[src/design/pms_pkg.sv]
package pms_pkg;

  typedef enum logic [2:0] {
    MODE_STARTUP   = 3'd0,
    MODE_SWING_UP  = 3'd1,
    MODE_UP_DOWN   = 3'd2,
    MODE_BALANCE   = 3'd3,
    MODE_ARM_CORR  = 3'd4,
    MODE_COMPLIANT = 3'd5,
    MODE_UP_RIGHT  = 3'd6
  } mode_e;

  // Threshold compare results for one sample; aN is |meas N|.
  typedef struct packed {
    logic a1_le20;
    logic a1_ge20;
    logic a1_le15;
    logic a1_ge89;
    logic a1_le91;
    logic a1_le1;
    logic a1_le35;
    logic a1_ge60;
    logic a1_le120;
    logic a1_le_tenth;
    logic a2_le10;
    logic a2_le15;
    logic a2_le1;
    logic a2_ge170;
    logic a3_le1;
    logic a4_le2;
    logic a4_le_0p4;
    logic a4_le20;
    logic a5_le7;
    logic a5_le10;
  } guard_t;

  // Degree thresholds: d * 3.14 / 180 rad, kept as numerator d * 314 over this.
  localparam longint unsigned DegDen = 64'd18000;
  localparam longint unsigned DegNum = 64'd314;

endpackage

[src/design/pms_in_if.sv]
interface pms_in_if #(
  parameter int DATA_WIDTH = 16
);
  logic                         valid;
  logic                         ready;
  logic signed [DATA_WIDTH-1:0] meas_one;
  logic signed [DATA_WIDTH-1:0] meas_two;
  logic signed [DATA_WIDTH-1:0] meas_three;
  logic signed [DATA_WIDTH-1:0] meas_four;
  logic signed [DATA_WIDTH-1:0] meas_five;

  modport source (
    output valid, meas_one, meas_two, meas_three, meas_four, meas_five,
    input  ready
  );
  modport sink (
    input  valid, meas_one, meas_two, meas_three, meas_four, meas_five,
    output ready
  );
endinterface

[src/design/pms_out_if.sv]
interface pms_out_if;
  logic       valid;
  logic       ready;
  logic [2:0] next_mode;

  modport source (
    output valid, next_mode,
    input  ready
  );
  modport sink (
    input  valid, next_mode,
    output ready
  );
endinterface

[src/design/pendulum_mode_supervisor.sv]
// An accepted item is held in the input register, then its mode result is registered
// in the result/mode register, where it waits while the output is not ready.
// Throughput: one item per cycle; the input register keeps taking items while a
// result waits, and stalls only when both stages are full and the result is not taken.
// Reset: asynchronous, active low; clears both stage valids and sets the mode to startup.
module pendulum_mode_supervisor import pms_pkg::*; #(
  parameter int DATA_WIDTH = 16,
  parameter int FRAC_BITS  = 10
) (
  input  logic      clk_i,
  input  logic      rst_ni,
  pms_in_if.sink    in_i,
  pms_out_if.source out_o
);

  logic                         s1_valid_q;
  logic signed [DATA_WIDTH-1:0] m1_q, m2_q, m3_q, m4_q, m5_q;
  logic                         out_valid_q;
  mode_e                        mode_q;
  mode_e                        mode_d;
  guard_t                       guard;
  logic                         out_load;
  logic                         in_take;

  // Advance the held item into the result register when that register is empty or its result is being taken.
  assign out_load = s1_valid_q && (!out_valid_q || out_o.ready);
  assign in_i.ready = !s1_valid_q || out_load;
  assign in_take = in_i.valid && in_i.ready;

  always_ff @(posedge clk_i or negedge rst_ni) begin
    if (!rst_ni) begin
      s1_valid_q <= 1'b0;
    end else if (in_i.ready) begin
      s1_valid_q <= in_i.valid;
    end
  end

  always_ff @(posedge clk_i) begin
    if (in_take) begin
      m1_q <= in_i.meas_one;
      m2_q <= in_i.meas_two;
      m3_q <= in_i.meas_three;
      m4_q <= in_i.meas_four;
      m5_q <= in_i.meas_five;
    end
  end

  pms_guard #(
    .DATA_WIDTH(DATA_WIDTH),
    .FRAC_BITS (FRAC_BITS)
  ) u_guard (
    .meas_one_i  (m1_q),
    .meas_two_i  (m2_q),
    .meas_three_i(m3_q),
    .meas_four_i (m4_q),
    .meas_five_i (m5_q),
    .guard_o     (guard)
  );

  pms_step u_step (
    .mode_i (mode_q),
    .guard_i(guard),
    .mode_o (mode_d)
  );

  // The stored mode doubles as the result payload.
  always_ff @(posedge clk_i or negedge rst_ni) begin
    if (!rst_ni) begin
      out_valid_q <= 1'b0;
      mode_q      <= MODE_STARTUP;
    end else begin
      if (out_load) begin
        out_valid_q <= 1'b1;
        mode_q      <= mode_d;
      end else if (out_o.ready) begin
        out_valid_q <= 1'b0;
      end
    end
  end

  assign out_o.valid     = out_valid_q;
  assign out_o.next_mode = mode_q;

  a_mode_hold: assert property (@(posedge clk_i) disable iff (!rst_ni)
    !out_load |=> $stable(mode_q))
    else $error("mode changed without an item");

  a_startup_exit: assert property (@(posedge clk_i) disable iff (!rst_ni)
    out_load && (mode_q == MODE_STARTUP) |=>
      (mode_q == MODE_SWING_UP) || (mode_q == MODE_UP_DOWN))
    else $error("startup left to an illegal mode");

  a_upright_exit: assert property (@(posedge clk_i) disable iff (!rst_ni)
    out_load && (mode_q == MODE_UP_RIGHT) |=> (mode_q == MODE_STARTUP))
    else $error("up-right did not return to startup");

  a_out_source: assert property (@(posedge clk_i) disable iff (!rst_ni)
    !out_valid_q ##1 out_valid_q |-> $past(s1_valid_q))
    else $error("result appeared without a held item");

endmodule

[src/design/pms_guard.sv]
module pms_guard import pms_pkg::*; #(
  parameter int DATA_WIDTH = 16,
  parameter int FRAC_BITS  = 10
) (
  input  logic signed [DATA_WIDTH-1:0] meas_one_i,
  input  logic signed [DATA_WIDTH-1:0] meas_two_i,
  input  logic signed [DATA_WIDTH-1:0] meas_three_i,
  input  logic signed [DATA_WIDTH-1:0] meas_four_i,
  input  logic signed [DATA_WIDTH-1:0] meas_five_i,
  output guard_t                       guard_o
);

  // "at most" thresholds are floored, "at least" thresholds are ceiled, so the
  // raw-magnitude compare matches the exact rational compare.
  localparam longint unsigned Deg20Le  = ((64'd20 * DegNum) << FRAC_BITS) / DegDen;
  localparam longint unsigned Deg20Ge  =
    (((64'd20 * DegNum) << FRAC_BITS) + DegDen - 64'd1) / DegDen;
  localparam longint unsigned Deg15Le  = ((64'd15 * DegNum) << FRAC_BITS) / DegDen;
  localparam longint unsigned Deg89Ge  =
    (((64'd89 * DegNum) << FRAC_BITS) + DegDen - 64'd1) / DegDen;
  localparam longint unsigned Deg91Le  = ((64'd91 * DegNum) << FRAC_BITS) / DegDen;
  localparam longint unsigned Deg1Le   = ((64'd1 * DegNum) << FRAC_BITS) / DegDen;
  localparam longint unsigned Deg35Le  = ((64'd35 * DegNum) << FRAC_BITS) / DegDen;
  localparam longint unsigned Deg60Ge  =
    (((64'd60 * DegNum) << FRAC_BITS) + DegDen - 64'd1) / DegDen;
  localparam longint unsigned Deg120Le = ((64'd120 * DegNum) << FRAC_BITS) / DegDen;
  localparam longint unsigned Deg10Le  = ((64'd10 * DegNum) << FRAC_BITS) / DegDen;
  localparam longint unsigned Deg170Ge =
    (((64'd170 * DegNum) << FRAC_BITS) + DegDen - 64'd1) / DegDen;
  localparam longint unsigned TenthLe  = (64'd1 << FRAC_BITS) / 64'd10;
  localparam longint unsigned P4Le     = (64'd4 << FRAC_BITS) / 64'd10;
  localparam longint unsigned Int2Le   = 64'd2 << FRAC_BITS;
  localparam longint unsigned Int7Le   = 64'd7 << FRAC_BITS;
  localparam longint unsigned Int10Le  = 64'd10 << FRAC_BITS;
  localparam longint unsigned Int20Le  = 64'd20 << FRAC_BITS;

  localparam int MagW = DATA_WIDTH + 1;

  function automatic logic [MagW-1:0] magnitude(input logic [DATA_WIDTH-1:0] raw);
    logic [MagW-1:0] ext;
    ext = {raw[DATA_WIDTH-1], raw};
    return raw[DATA_WIDTH-1] ? (~ext + MagW'(1)) : ext;
  endfunction

  logic [MagW-1:0] a1, a2, a3, a4, a5;
  longint unsigned w1, w2, w3, w4, w5;

  assign a1 = magnitude(meas_one_i);
  assign a2 = magnitude(meas_two_i);
  assign a3 = magnitude(meas_three_i);
  assign a4 = magnitude(meas_four_i);
  assign a5 = magnitude(meas_five_i);

  assign w1 = 64'(a1);
  assign w2 = 64'(a2);
  assign w3 = 64'(a3);
  assign w4 = 64'(a4);
  assign w5 = 64'(a5);

  always_comb begin
    guard_o.a1_le20     = w1 <= Deg20Le;
    guard_o.a1_ge20     = w1 >= Deg20Ge;
    guard_o.a1_le15     = w1 <= Deg15Le;
    guard_o.a1_ge89     = w1 >= Deg89Ge;
    guard_o.a1_le91     = w1 <= Deg91Le;
    guard_o.a1_le1      = w1 <= Deg1Le;
    guard_o.a1_le35     = w1 <= Deg35Le;
    guard_o.a1_ge60     = w1 >= Deg60Ge;
    guard_o.a1_le120    = w1 <= Deg120Le;
    guard_o.a1_le_tenth = w1 <= TenthLe;
    guard_o.a2_le10     = w2 <= Deg10Le;
    guard_o.a2_le15     = w2 <= Deg15Le;
    guard_o.a2_le1      = w2 <= Deg1Le;
    guard_o.a2_ge170    = w2 >= Deg170Ge;
    guard_o.a3_le1      = w3 <= Deg1Le;
    guard_o.a4_le2      = w4 <= Int2Le;
    guard_o.a4_le_0p4   = w4 <= P4Le;
    guard_o.a4_le20     = w4 <= Int20Le;
    guard_o.a5_le7      = w5 <= Int7Le;
    guard_o.a5_le10     = w5 <= Int10Le;
  end

endmodule

[src/design/pms_step.sv]
module pms_step import pms_pkg::*; (
  input  mode_e  mode_i,
  input  guard_t guard_i,
  output mode_e  mode_o
);

  always_comb begin
    mode_o = mode_i;
    unique case (mode_i)
      MODE_STARTUP: begin
        // The one guard sends every sample to up-down or swing-up: balance is never entered directly.
        mode_o = guard_i.a1_le20 ? MODE_UP_DOWN : MODE_SWING_UP;
      end
      MODE_SWING_UP: begin
        priority if (guard_i.a1_le20) mode_o = MODE_UP_DOWN;
        else if (guard_i.a1_ge89 && guard_i.a1_le91) mode_o = MODE_ARM_CORR;
        else if (guard_i.a1_le15 && guard_i.a2_le10) mode_o = MODE_BALANCE;
        else mode_o = mode_i;
      end
      MODE_UP_DOWN: begin
        priority if (guard_i.a2_le10 && guard_i.a4_le2 && guard_i.a5_le7) begin
          mode_o = MODE_BALANCE;
        end else if (!guard_i.a1_le20) begin
          mode_o = MODE_SWING_UP;
        end else if (guard_i.a1_le_tenth && guard_i.a4_le_0p4 &&
                     guard_i.a2_ge170 && guard_i.a5_le10) begin
          mode_o = MODE_COMPLIANT;
        end else begin
          mode_o = mode_i;
        end
      end
      MODE_BALANCE: begin
        priority if (!guard_i.a1_le20) begin
          mode_o = MODE_SWING_UP;
        end else if (guard_i.a1_le1 && guard_i.a2_le1 && guard_i.a3_le1) begin
          mode_o = MODE_UP_RIGHT;
        end else if (!guard_i.a1_ge20 && !guard_i.a2_le15) begin
          mode_o = MODE_UP_DOWN;
        end else begin
          mode_o = mode_i;
        end
      end
      MODE_ARM_CORR: begin
        priority if (guard_i.a1_le15 && guard_i.a2_le10) begin
          mode_o = MODE_BALANCE;
        end else if (!guard_i.a1_ge60 || !guard_i.a1_le120) begin
          mode_o = MODE_SWING_UP;
        end else begin
          mode_o = mode_i;
        end
      end
      MODE_COMPLIANT: begin
        if (!guard_i.a1_le35 || !guard_i.a4_le20) mode_o = MODE_UP_DOWN;
      end
      default: begin
        // Up-right and the unused code fall back to startup.
        mode_o = MODE_STARTUP;
      end
    endcase
  end

endmodule
[src/flat_wrapper.sv]
// flat-port wrapper written by rule: the top's interface ports become plain ports
module pendulum_mode_supervisor_flat import pms_pkg::*;
#(
  parameter int DATA_WIDTH = 16,
  parameter int FRAC_BITS  = 10
)
  (clk_i, rst_ni, in_i_valid, in_i_meas_one, in_i_meas_two, in_i_meas_three, in_i_meas_four, in_i_meas_five, in_i_ready, out_o_valid, out_o_next_mode, out_o_ready);
  pms_in_if #(.DATA_WIDTH(DATA_WIDTH)) in_i_i ();
  pms_out_if out_o_i ();
  input  logic clk_i;
  input  logic rst_ni;
  input wire logic [$bits(in_i_i.valid)-1:0] in_i_valid;
  input wire logic [$bits(in_i_i.meas_one)-1:0] in_i_meas_one;
  input wire logic [$bits(in_i_i.meas_two)-1:0] in_i_meas_two;
  input wire logic [$bits(in_i_i.meas_three)-1:0] in_i_meas_three;
  input wire logic [$bits(in_i_i.meas_four)-1:0] in_i_meas_four;
  input wire logic [$bits(in_i_i.meas_five)-1:0] in_i_meas_five;
  output wire logic [$bits(in_i_i.ready)-1:0] in_i_ready;
  output wire logic [$bits(out_o_i.valid)-1:0] out_o_valid;
  output wire logic [$bits(out_o_i.next_mode)-1:0] out_o_next_mode;
  input wire logic [$bits(out_o_i.ready)-1:0] out_o_ready;
  assign in_i_i.valid = in_i_valid;
  assign in_i_i.meas_one = in_i_meas_one;
  assign in_i_i.meas_two = in_i_meas_two;
  assign in_i_i.meas_three = in_i_meas_three;
  assign in_i_i.meas_four = in_i_meas_four;
  assign in_i_i.meas_five = in_i_meas_five;
  assign in_i_ready = in_i_i.ready;
  assign out_o_valid = out_o_i.valid;
  assign out_o_next_mode = out_o_i.next_mode;
  assign out_o_i.ready = out_o_ready;
  pendulum_mode_supervisor #(.DATA_WIDTH(DATA_WIDTH), .FRAC_BITS(FRAC_BITS)) u_core (.clk_i(clk_i), .rst_ni(rst_ni), .in_i(in_i_i), .out_o(out_o_i));
endmodule
[config.mk]
export PLATFORM = sky130hd
export DESIGN_NAME = pendulum_mode_supervisor_flat
export DESIGN_NICKNAME = d
export VERILOG_FILES = /design/src/design/pms_pkg.sv /design/src/design/pms_in_if.sv /design/src/design/pms_out_if.sv /design/src/design/pendulum_mode_supervisor.sv /design/src/design/pms_guard.sv /design/src/design/pms_step.sv /design/src/flat_wrapper.sv
export SDC_FILE = /design/constraint.sdc
export NUM_CORES = 1
export LEC_CHECK = 0
export ABC_AREA = 1
export BUFFER_PORTS_ARGS = -buffer_cell sky130_fd_sc_hd__buf_2
export CELL_PAD_IN_SITES_DETAIL_PLACEMENT = 1
export CELL_PAD_IN_SITES_GLOBAL_PLACEMENT = 1
export CORE_AREA = 2 2 117 147
export DETAILED_ROUTE_END_ITERATION = 8
export DIE_AREA = 0 0 119 149
export PLACE_DENSITY = 0.86
export SKIP_LAST_GASP = 1
export SYNTH_ARGS = -nofsm -noshare
export SYNTH_HDL_FRONTEND = slang
export SYNTH_SLANG_ARGS = --single-unit
export TNS_END_PERCENT = 100
[constraint.sdc]
create_clock -name clk_i -period 2.6 [get_ports clk_i]
set_input_delay 0.78 -clock clk_i [delete_from_list [all_inputs] [get_ports clk_i]]
set_output_delay 0.78 -clock clk_i [all_outputs]
set_load 0.01 [all_outputs]
==> results.sh, run 1 <==
export IMPL_synthTopCellsByArea="edfxtp_1, nand2_1, nand3_1, nor2_1, inv_1"
export IMPL_ys_types=38
export IMPL_drt_first_pass_iters=4
export IMPL_routabilityCongestion=0.8621
export IMPL_fin_crit_sh=0.9578
export IMPL_numCtsBuffers=9
export IMPL_synthArstFlopShare=0.05882
export IMPL_die_area_sq_um=17730
export IMPL_initial_core_util=0.3677
export IMPL_finalClockSkew_ns=0.006162
export IMPL_slew_limit_headroom=0.6569
export IMPL_crit_chain="inv_2 > ha_4 > inv_1 > nor2_2 > nand2_1 > nor2_2 > nand2_2 > nand2_2 > nand3_2 > nand2_1 > nand2_1 > nor2_2 > nand3_1 > nand2_2 > inv_2 > nor2_2 > nor2_2 > nand2_2 > nand3_4 > nand2_2 > nand2_1"
export IMPL_peakVddDrop_mv=0.2947
export IMPL_synth_seq_cells=85
export IMPL_startpoint_type="flop"
export IMPL_yosysSeqAreaShare=0.4163
export IMPL_finish_utilization=0.4471
export IMPL_wl_mm=16.50
export IMPL_hp_class="in -> async"
export IMPL_met3_usage=0.03020
export IMPL_area_delta_synth_final_pct=21.62
export IMPL_grt_usage=0.1889
export IMPL_synth_top_area_share=0.3957
export IMPL_synth_area_per_cell_sq_um=7.026
export IMPL_synth_largest_area_cell="edfxtp_1"
export IMPL_rows=53
export IMPL_status="complete, no violations"
export IMPL_vias=5865
export IMPL_die_w_microns=119
export IMPL_clkTransAtPathRegs_ns=0.07
export IMPL_dieHeight_microns=149
export IMPL_worstPathArrival_ns=2.73
export IMPL_hpwl_mm=12.40
export IMPL_core_area_sq_um=16510
export IMPL_min_period_ns=2.490
export IMPL_setup_viol=0
export IMPL_crit_type="reg -> reg"
export IMPL_pwr_density_cell_nw_per_um2=561.7
export IMPL_use_met1=0.2059
export IMPL_drc=0
export IMPL_antenna_cells=0
export IMPL_antenna_found_initial=0
export IMPL_finalHoldViolations=0
export IMPL_fin_area_sq_um=7383
export IMPL_leakage_uw=0.003484
export IMPL_ys_flop_type="edfxtp_1"
export IMPL_antenna_left=0
export IMPL_portBuffers=88
export IMPL_fmax_ghz=0.4016
export IMPL_slew_violations=0
export IMPL_cp_max_fo=4
export IMPL_crit_required_ns=2.84
export IMPL_cp_top_family="simple AND/OR/NAND/NOR gates"
export IMPL_clk_path_buf_depth=2
export IMPL_grt_pass1_wl_mm=26.94
export IMPL_use_met2=0.3578
export IMPL_cts_tree="yes"
export IMPL_grt_overflow=0
export IMPL_clock_latency_ns=0.35
export IMPL_syn_cell_area_sq_um=6071
export IMPL_synth_fp_nets=953
export IMPL_avgRoutedWirePerCell_microns=13.75
export IMPL_cp_depth=21
export IMPL_synthCells=864
export IMPL_cts_sinks=85
export IMPL_final_nets=1064
export IMPL_yosysWarnings=0
export IMPL_rrSetupSlack_ns=0.11
export IMPL_end_kind="flop"
export IMPL_post_dp_cell_area_sq_um=6814
export IMPL_drive_gt1_frac=0.2255
export IMPL_timing_rr_end="u_core.out_o.next_mode[0]"
export IMPL_grt_max_degree=46
export IMPL_cp_num_buf_inv=3
export IMPL_drtIter0Drc=185
export IMPL_whs_ns=0.2361
export IMPL_timing_rr_start="u_core.m2_q[0]"
export IMPL_drv_cap=0
export IMPL_busiest_layer="met2"
export IMPL_worst_slew_pin_slew_ns=0.5147
export IMPL_first_global_vias=6053
export IMPL_io_pins=89
export IMPL_cts_root_buffer="clkbuf_16"
export IMPL_slowest_delay_ns=0.42
export IMPL_htreeDepth=3
export IMPL_synth_edf_count=80
export IMPL_rr_worst_depth=21
export IMPL_vias_per_cell=4.888
export IMPL_crit_slowest_cell="edfxtp_1"
==> worst max path at each step <==
stage / from / end / slack [ns]
after floorplan: out_o_ready / u_core.m1_q[0] / 0.0003
after global placement: u_core.m1_q[0] / u_core.out_o.next_mode[1] / 0.15
after detailed placement: u_core.m2_q[0] / u_core.out_o.next_mode[1] / 0.07
after CTS: u_core.m1_q[0] / u_core.out_o.next_mode[1] / 0.008
after global routing: u_core.m2_q[0] / u_core.out_o.next_mode[0] / -0.08
final: u_core.m2_q[0] / u_core.out_o.next_mode[0] / 0.11
==> cell type report <==
class	count	area (sq um)
fill	2117	9129
timing repair buffer	110	630.6
inverter	113	434.2
multi-input combinational	656	3194
clock buffer	9	225.2
clock inverter	7	96.34
sequential	85	2527
tap	220	275.3
==> what timing repair did <==
item / CTS / global route
endpoints found under the setup margin: 0 / 3
hold buffers: 0 / 0
resized for setup: 0 / 46
setup buffers: 0 / 16
==> cells in the mapped netlist (2+ instances only) <==
| master | number |
|---|---|
| clkbuf_1 | 2 |
| o21bai_1 | 2 |
| nor2_4 | 3 |
| nand4_1 | 14 |
| o21ai_1 | 5 |
| nand3_1 | 104 |
| nand2_2 | 13 |
| nand3_2 | 4 |
| and2_1 | 3 |
| buf_2 | 5 |
| inv_2 | 6 |
| nor2_8 | 2 |
| edfxtp_1 | 80 |
| inv_1 | 105 |
| nor2_1 | 114 |
| ha_1 | 5 |
| nor2_2 | 18 |
| a21oi_1 | 10 |
| buf_4 | 2 |
| nand2_4 | 2 |
| dfrtp_1 | 5 |
| nand2_1 | 303 |
| xor2_1 | 9 |
| nand3_4 | 2 |
| o21ai_0 | 13 |
| nor3_1 | 10 |
| nand3b_1 | 12 |
==> where the power goes <==
part           switching, uW  internal (uW)  leakage, uW
clock network            585            849     0.000161
registers                113           1630     0.000833
logic                    620            346      0.00249
total                   1320           2830      0.00348
==> metal layers <==
layer | part of all wire | vias to the layer above
met4 | 0.022 | 0
met3 | 0.028 | 24
li1 | - | 3000
met1 | 0.41 | 2761
met2 | 0.54 | 80
met5 | 0 | -
==> sequential cells by signal, indices dropped and copies added (netlist names) <==
name                    flops
u_core.m1_q                16
u_core.m5_q                16
u_core.out_o.next_mode      3
u_core.m2_q                16
u_core.m4_q                16
u_core.m3_q                16
u_core.s1_valid_q           1
u_core.out_o.valid          1
==> placed cells by master (no fill, tap or decap), drive strengths merged, types with 2 or more instances in the layout <==
cell / instances
dfrtp: 5
and2: 3
nand2: 318
edfxtp: 80
clkinv: 3
nand3b: 12
xor2: 9
a21oi: 10
o21bai: 2
clkbuf: 9
nand4: 14
o21ai: 18
inv: 114
ha: 5
bufinv: 2
nor2: 137
nor3: 11
nand3: 110
buf: 110
==> logic make-up after synthesis <==
| kind of cell | share of synthesized area |
|---|---|
| adder cells (fa/ha/maj) | 0.01031 |
| flip-flops | 0.4163 |
| XOR/XNOR | 0.01443 |
| AO/OA/AOI/OAI | 0.03030 |
| buffers and inverters | 0.08058 |
| AND/OR/NAND/NOR | 0.4481 |
==> per-stage QoR <==
| step | power, uW | instances | worst slack (ns) | setup TNS, ns |
|---|---|---|---|---|
| 3_5_place_dp | 2671 | 1168 | 0.07199 | 0 |
| 3_3_place_gp | 2638 | 1168 | 0.1550 | 0 |
| 6_report | 4147 | 1200 | 0.1098 | 0 |
| 2_1_floorplan | 2387 | 864 | 0.0002502 | 0 |
| 5_1_grt | 4393 | 1200 | -0.07903 | -0.1706 |
| 4_1_cts | 4123 | 1184 | 0.008039 | 0 |
No activity file was read; power rests on OpenSTA's default activity.
==> run 2, diff against run 1 <==
Settings changed: CORE_AREA 2 2 117 147 to 2 2 143 180, DIE_AREA 0 0 119 149 to 0 0 145 182, PLACE_DENSITY 0.86 to 0.64.
==> results.sh, run 2 (synthesized netlist as in run 1, its figures left out) <==
export IMPL_status="complete, no violations"
export IMPL_final_nets=1062
export IMPL_drv_cap=0
export IMPL_fmax_ghz=0.4216
export IMPL_antenna_cells=0
export IMPL_slew_limit_headroom=0.6596
export IMPL_min_period_ns=2.372
export IMPL_antenna_left=0
export IMPL_first_global_vias=6055
export IMPL_drt_first_pass_iters=4
export IMPL_hp_class="in -> async"
export IMPL_finalHoldViolations=0
export IMPL_setup_viol=0
export IMPL_hold_buffers=0
export IMPL_worst_slack_ns=0.2279
export IMPL_portBuffers=88
export IMPL_wl_mm=16.49
export IMPL_htreeDepth=3
export IMPL_place_ws_ns=0.01870
export IMPL_dieHeight_microns=182
export IMPL_rr_worst_depth=18
export IMPL_rrSetupSlack_ns=0.23
export IMPL_mostFrequentLayoutCells="nand2_1, nor2_1, nand3_1, inv_1, buf_2"
export IMPL_crit_chain="inv_2 > ha_2 > nand2_2 > nand2_2 > nand2_4 > nor2_4 > nand2_1 > nand2_2 > nand2_2 > nor2_8 > nand3_4 > clkinv_2 > nand2_2 > nor2_2 > nand2_2 > buf_4 > nand3_1 > nand2_1"
export IMPL_crit_type="reg -> reg"
export IMPL_die_w_microns=145
export IMPL_grt_usage=0.1292
export IMPL_clkTransAtPathRegs_ns=0.07
export IMPL_numCtsBuffers=9
export IMPL_slew_violations=0
export IMPL_core_area_sq_um=24810
export IMPL_crit_required_ns=2.85
export IMPL_vias=5768
export IMPL_startpoint_type="flop"
export IMPL_pwr_density_cell_nw_per_um2=535.4
export IMPL_vias_per_cell=4.393
export IMPL_drive_gt1_frac=0.2117
export IMPL_avgRoutedWirePerCell_microns=12.56
export IMPL_crit_slowest_cell="edfxtp_1"
export IMPL_grt_max_degree=31
export IMPL_whs_ns=0.2331
export IMPL_initial_core_util=0.2447
export IMPL_cts_tree="yes"
export IMPL_grt_overflow=0
export IMPL_area_delta_synth_final_pct=23.23
export IMPL_leakage_uw=0.003465
export IMPL_peakVddDrop_mv=0.2782
export IMPL_finalClockSkew_ns=0.008891
export IMPL_grt_pass1_wl_mm=27.61
export IMPL_routabilityCongestion=0.8231
export IMPL_cts_sinks=85
export IMPL_end_kind="flop"
export IMPL_rows=65
export IMPL_clock_latency_ns=0.35
export IMPL_antenna_found_initial=0
export IMPL_final_common_cell="nand2_1"
export IMPL_worst_slew_pin_slew_ns=0.5067
export IMPL_die_area_sq_um=26390
export IMPL_finish_utilization=0.3016
export IMPL_drtIter0Drc=129
export IMPL_crit_top_cell="nand2_2"
export IMPL_nFillCells=3106
export IMPL_cts_root_buffer="clkbuf_16"
export IMPL_io_pins=89
export IMPL_fin_crit_sh=0.9123
export IMPL_worstPathArrival_ns=2.62
export IMPL_drc=0
export IMPL_cp_max_fo=6
export IMPL_hpwl_mm=13.53
export IMPL_clk_path_buf_depth=2
export IMPL_slowest_delay_ns=0.41
-- run 2: cell count changes in the layout (fill, tap and decap cells not counted), sizes merged --
cell	before	now
buf	110	108
clkbuf	9	11
inv	114	111
clkinv	3	5
bufinv	2	1
-- run 2: power by group --
group | total, uW | internal, uW | switching, uW
registers | 1730 | 1630 | 102
clock network | 1320 | 749 | 570
logic | 951 | 346 | 605
total | 4010 | 2730 | 1280
-- run 2: metrics by stage --
stage,total power [uW],instances,setup TNS (ns),instance area [sq um]
detailed placement,2699,1286,0,7005
finish,4005,1313,0,7481
CTS,4051,1302,0,7302
global placement,2685,1286,0,7005
floorplan,2387,864,0,6087
global route,4262,1313,-0.0009937,7481
-- run 2: worst max-delay path, delay by kind of cell, from the launching register on --
family / cells / cell delay, ns
adders and majority gates: 1 / 0.21
and+or+nand+nor: 14 / 1.33
buffers and inverters: 3 / 0.32
DFF: 1 / 0.41
-- run 2: layout make-up --
| type | count | area (sq um) | area share |
|---|---|---|---|
| timing repair buffer | 108 | 640.6 | 0.08563 |
| sequential | 85 | 2527 | 0.3378 |
| tap | 335 | 419.2 | 0.05603 |
| clock inverter | 5 | 61.31 | 0.008195 |
| clock buffer | 11 | 232.7 | 0.03111 |
| inverter | 113 | 434.2 | 0.05804 |
| multi-input combinational | 656 | 3166 | 0.4231 |
-- run 2: worst paths after layout --
| kind | startpoint | endpoint |
|---|---|---|
| max in group asynchronous | rst_ni | u_core.out_o.valid |
| min in group clk_i | u_core.s1_valid_q | u_core.out_o.valid |
| setup / recovery | u_core.m1_q[0] | u_core.out_o.next_mode[1] |
| hold reg to reg | u_core.s1_valid_q | u_core.out_o.valid |
| hold / removal | rst_ni | u_core.out_o.next_mode[0] |
| setup reg to reg | u_core.m1_q[0] | u_core.out_o.next_mode[1] |
-- run 2: repair_timing --
action / CTS / global route
pin swaps: 0 / 10
resized for setup: 1 / 32
buffers inserted: 0 / 11
setup endpoints to repair: 1 / 3
-- run 2: per-layer routing --
metal  up-vias  routed length (microns)  global-route usage
met5         -                        0                   0
met4         0                      333             0.04871
met3        17                      393             0.02211
met2        63                     8847              0.2510
met1      2699                     6914              0.1384
li1       2989                        -                   -
==> run 3, diff against run 2 <==
Settings changed: ABC_AREA 1 to default, CORE_AREA 2 2 143 180 to 2 2 137 172, DIE_AREA 0 0 145 182 to 0 0 139 174, PLACE_DENSITY 0.64 to 0.62.
==> results.sh, run 3 <==
export IMPL_status="finished with violations"
export IMPL_violations="negative setup slack"
export IMPL_grt_overflow=0
export IMPL_rows=62
export IMPL_synth_most_common_cell="edfxtp_1"
export IMPL_mostFrequentLayoutCells="buf_4, buf_2, edfxtp_1, nor2_1, nand2_1"
export IMPL_antenna_left=0
export IMPL_synthTopCellsByArea="edfxtp_1, nor2_1, o21ai_0, xnor2_1, nand2_1"
export IMPL_crit_required_ns=2.83
export IMPL_grt_usage=0.1408
export IMPL_synth_seq_cells=85
export IMPL_synthCells=553
export IMPL_final_cells=1113
export IMPL_avgRoutedWirePerCell_microns=15.07
export IMPL_routabilityCongestion=0.8364
export IMPL_synth_fp_nets=642
export IMPL_drtIter0Drc=200
export IMPL_grt_max_degree=31
export IMPL_initial_core_util=0.2449
export IMPL_rsz0062_at_grt="yes"
export IMPL_numCtsBuffers=9
export IMPL_htreeDepth=3
export IMPL_cts_sinks=85
export IMPL_total_power_uw=3937
export IMPL_crit_type="reg -> reg"
export IMPL_worst_slack_ns=-0.9388
export IMPL_synth_top_area_share=0.4331
export IMPL_startpoint_type="flop"
export IMPL_antenna_found_initial=0
export IMPL_die_w_microns=139
export IMPL_hpwl_mm=13.51
export IMPL_dieHeight_microns=174
export IMPL_final_common_cell="buf_4"
export IMPL_drc=0
export IMPL_slew_limit_headroom=0.6078
export IMPL_vias=5413
export IMPL_drive_gt1_frac=0.4158
export IMPL_syn_cell_area_sq_um=5547
export IMPL_vias_per_cell=4.863
export IMPL_antenna_cells=0
export IMPL_wl_mm=16.78
export IMPL_hp_class="in -> async"
export IMPL_synth_largest_area_cell="edfxtp_1"
export IMPL_yosysSeqAreaShare=0.4557
export IMPL_drt_first_pass_iters=4
export IMPL_rrSetupSlack_ns=-0.94
export IMPL_slew_violations=0
export IMPL_core_area_sq_um=22650
export IMPL_synth_area_per_cell_sq_um=10.03
export IMPL_final_nets=909
export IMPL_place_ws_ns=-1.020
export IMPL_ys_flop_type="edfxtp_1"
export IMPL_synthArstFlopShare=0.05882
export IMPL_nFillCells=2639
export IMPL_clkTransAtPathRegs_ns=0.07
export IMPL_fmax_ghz=0.2826
export IMPL_ys_types=87
export IMPL_synth_common_cells="edfxtp_1, nor2_1, nand2_1, o21ai_0"
export IMPL_cp_max_fo=2
export IMPL_end_kind="flop"
export IMPL_grt_pass1_wl_mm=27.50
export IMPL_finalHoldViolations=0
export IMPL_hold_buffers=0
export IMPL_finalClockSkew_ns=0.01071
export IMPL_clk_path_buf_depth=2
export IMPL_dp_cells=1092
export IMPL_fin_crit_sh=1.361
export IMPL_pwr_density_cell_nw_per_um2=483.2
export IMPL_setup_viol=3
export IMPL_io_pins=89
export IMPL_clock_latency_ns=0.35
export IMPL_min_period_ns=3.539
export IMPL_drv_cap=0
export IMPL_yosysWarnings=0
export IMPL_portBuffers=88
export IMPL_die_area_sq_um=24190
export IMPL_cts_root_buffer="clkbuf_16"
export IMPL_worst_slew_pin_slew_ns=0.5821
export IMPL_worstPathArrival_ns=3.77
export IMPL_peakVddDrop_mv=0.3645
export IMPL_cts_tree="yes"
export IMPL_first_global_vias=5648
export IMPL_leakage_uw=0.003180
export IMPL_area_delta_synth_final_pct=46.88
export IMPL_synth_edf_count=80
## run 3: cell types whose count changed after synthesis, moves of 18 or more
cell / change
nand2_1: -269
nand3_1: -83
inv_1: -80
nor2_1: -68
o21ai_0: +21
nor2_2: -18
## run 3: stage by stage
| step | hold WS (ns) | instance area (sq um) | util | setup TNS [ns] |
|---|---|---|---|---|
| after global placement | 0.5043 | 7664 | 0.3383 | -2.614 |
| after global routing | 0.2370 | 8147 | 0.3596 | -2.982 |
| after floorplan | 0.4572 | 5560 | - | -2.369 |
| after detailed placement | 0.5365 | 7664 | 0.3383 | -2.858 |
| after CTS | 0.2263 | 8016 | 0.3539 | -2.565 |
| final | 0.2469 | 8147 | 0.3596 | -2.511 |
## run 3: cells by family (layout without fill, tap and decap cells)
logic type / count (synthesis) / after routing / synth area share
adders and majority gates: 5 / 5 / 0.01128
and+or+nand+nor: 237 / 237 / 0.2443
muxes: 12 / 12 / 0.02301
AOI/OAI and AO/OA: 139 / 139 / 0.1845
DFF: 85 / 85 / 0.4557
buffers and inverters: 45 / 317 / 0.03384
xor gates and xnor gates: 30 / 30 / 0.04737
## run 3: repair_timing
action,in CTS,in global routing
setup buffers,3,3
resized for setup,13,21
endpoints found under the setup margin,3,3
endpoints found under the hold margin,0,0
pin swaps,5,6
## run 3: metal layers
metal / up-vias / wire [microns] / global-route usage
met5: - / 0 / 0
met4: 0 / 350 / 0.05219
met3: 25 / 505 / 0.02645
met2: 85 / 8897 / 0.2590
met1: 2612 / 7024 / 0.1612
li1: 2691 / - / -
## run 3: final cells by class
cell class	instances	area [sq um]	share of cell area
clock buffers	12	246.5	0.03026
repair buffers	275	1869	0.2295
well taps	288	360.3	0.04423
inverters	26	97.59	0.01198
multi-input cells	423	3020	0.3708
clock inverters	4	25.02	0.003072
flip-flops and latches	85	2527	0.3102
## run 3: final timing paths
check / start / end / depth (start not counted)
setup reg to reg: u_core.m4_q[0] / u_core.out_o.next_mode[1] / 11
hold reg to reg: u_core.s1_valid_q / u_core.out_o.valid / 1
min in group clk_i: u_core.s1_valid_q / u_core.out_o.valid / 1
hold / removal: rst_ni / u_core.out_o.next_mode[0] / 1
setup / recovery: u_core.m4_q[0] / u_core.out_o.next_mode[1] / 11
max in group asynchronous: rst_ni / u_core.out_o.next_mode[1] / 1
## run 3: critical path, stage by stage (launching register included)
cell,delay [ns]
edfxtp_1,0.42
inv_1,0.08
ha_1,0.17
or4b_1,0.46
or2_1,0.25
or4_1,0.51
and4_1,0.19
o31a_1,0.27
nor4b_4,0.34
a2111oi_4,0.11
a211oi_2,0.27
mux2_1,0.35
## run 3: power breakdown
part | total [uW] | internal [uW] | switching [uW]
sequential | 1740 | 1620 | 120
combinational | 988 | 487 | 502
clock | 1210 | 671 | 537
total | 3940 | 2780 | 1160
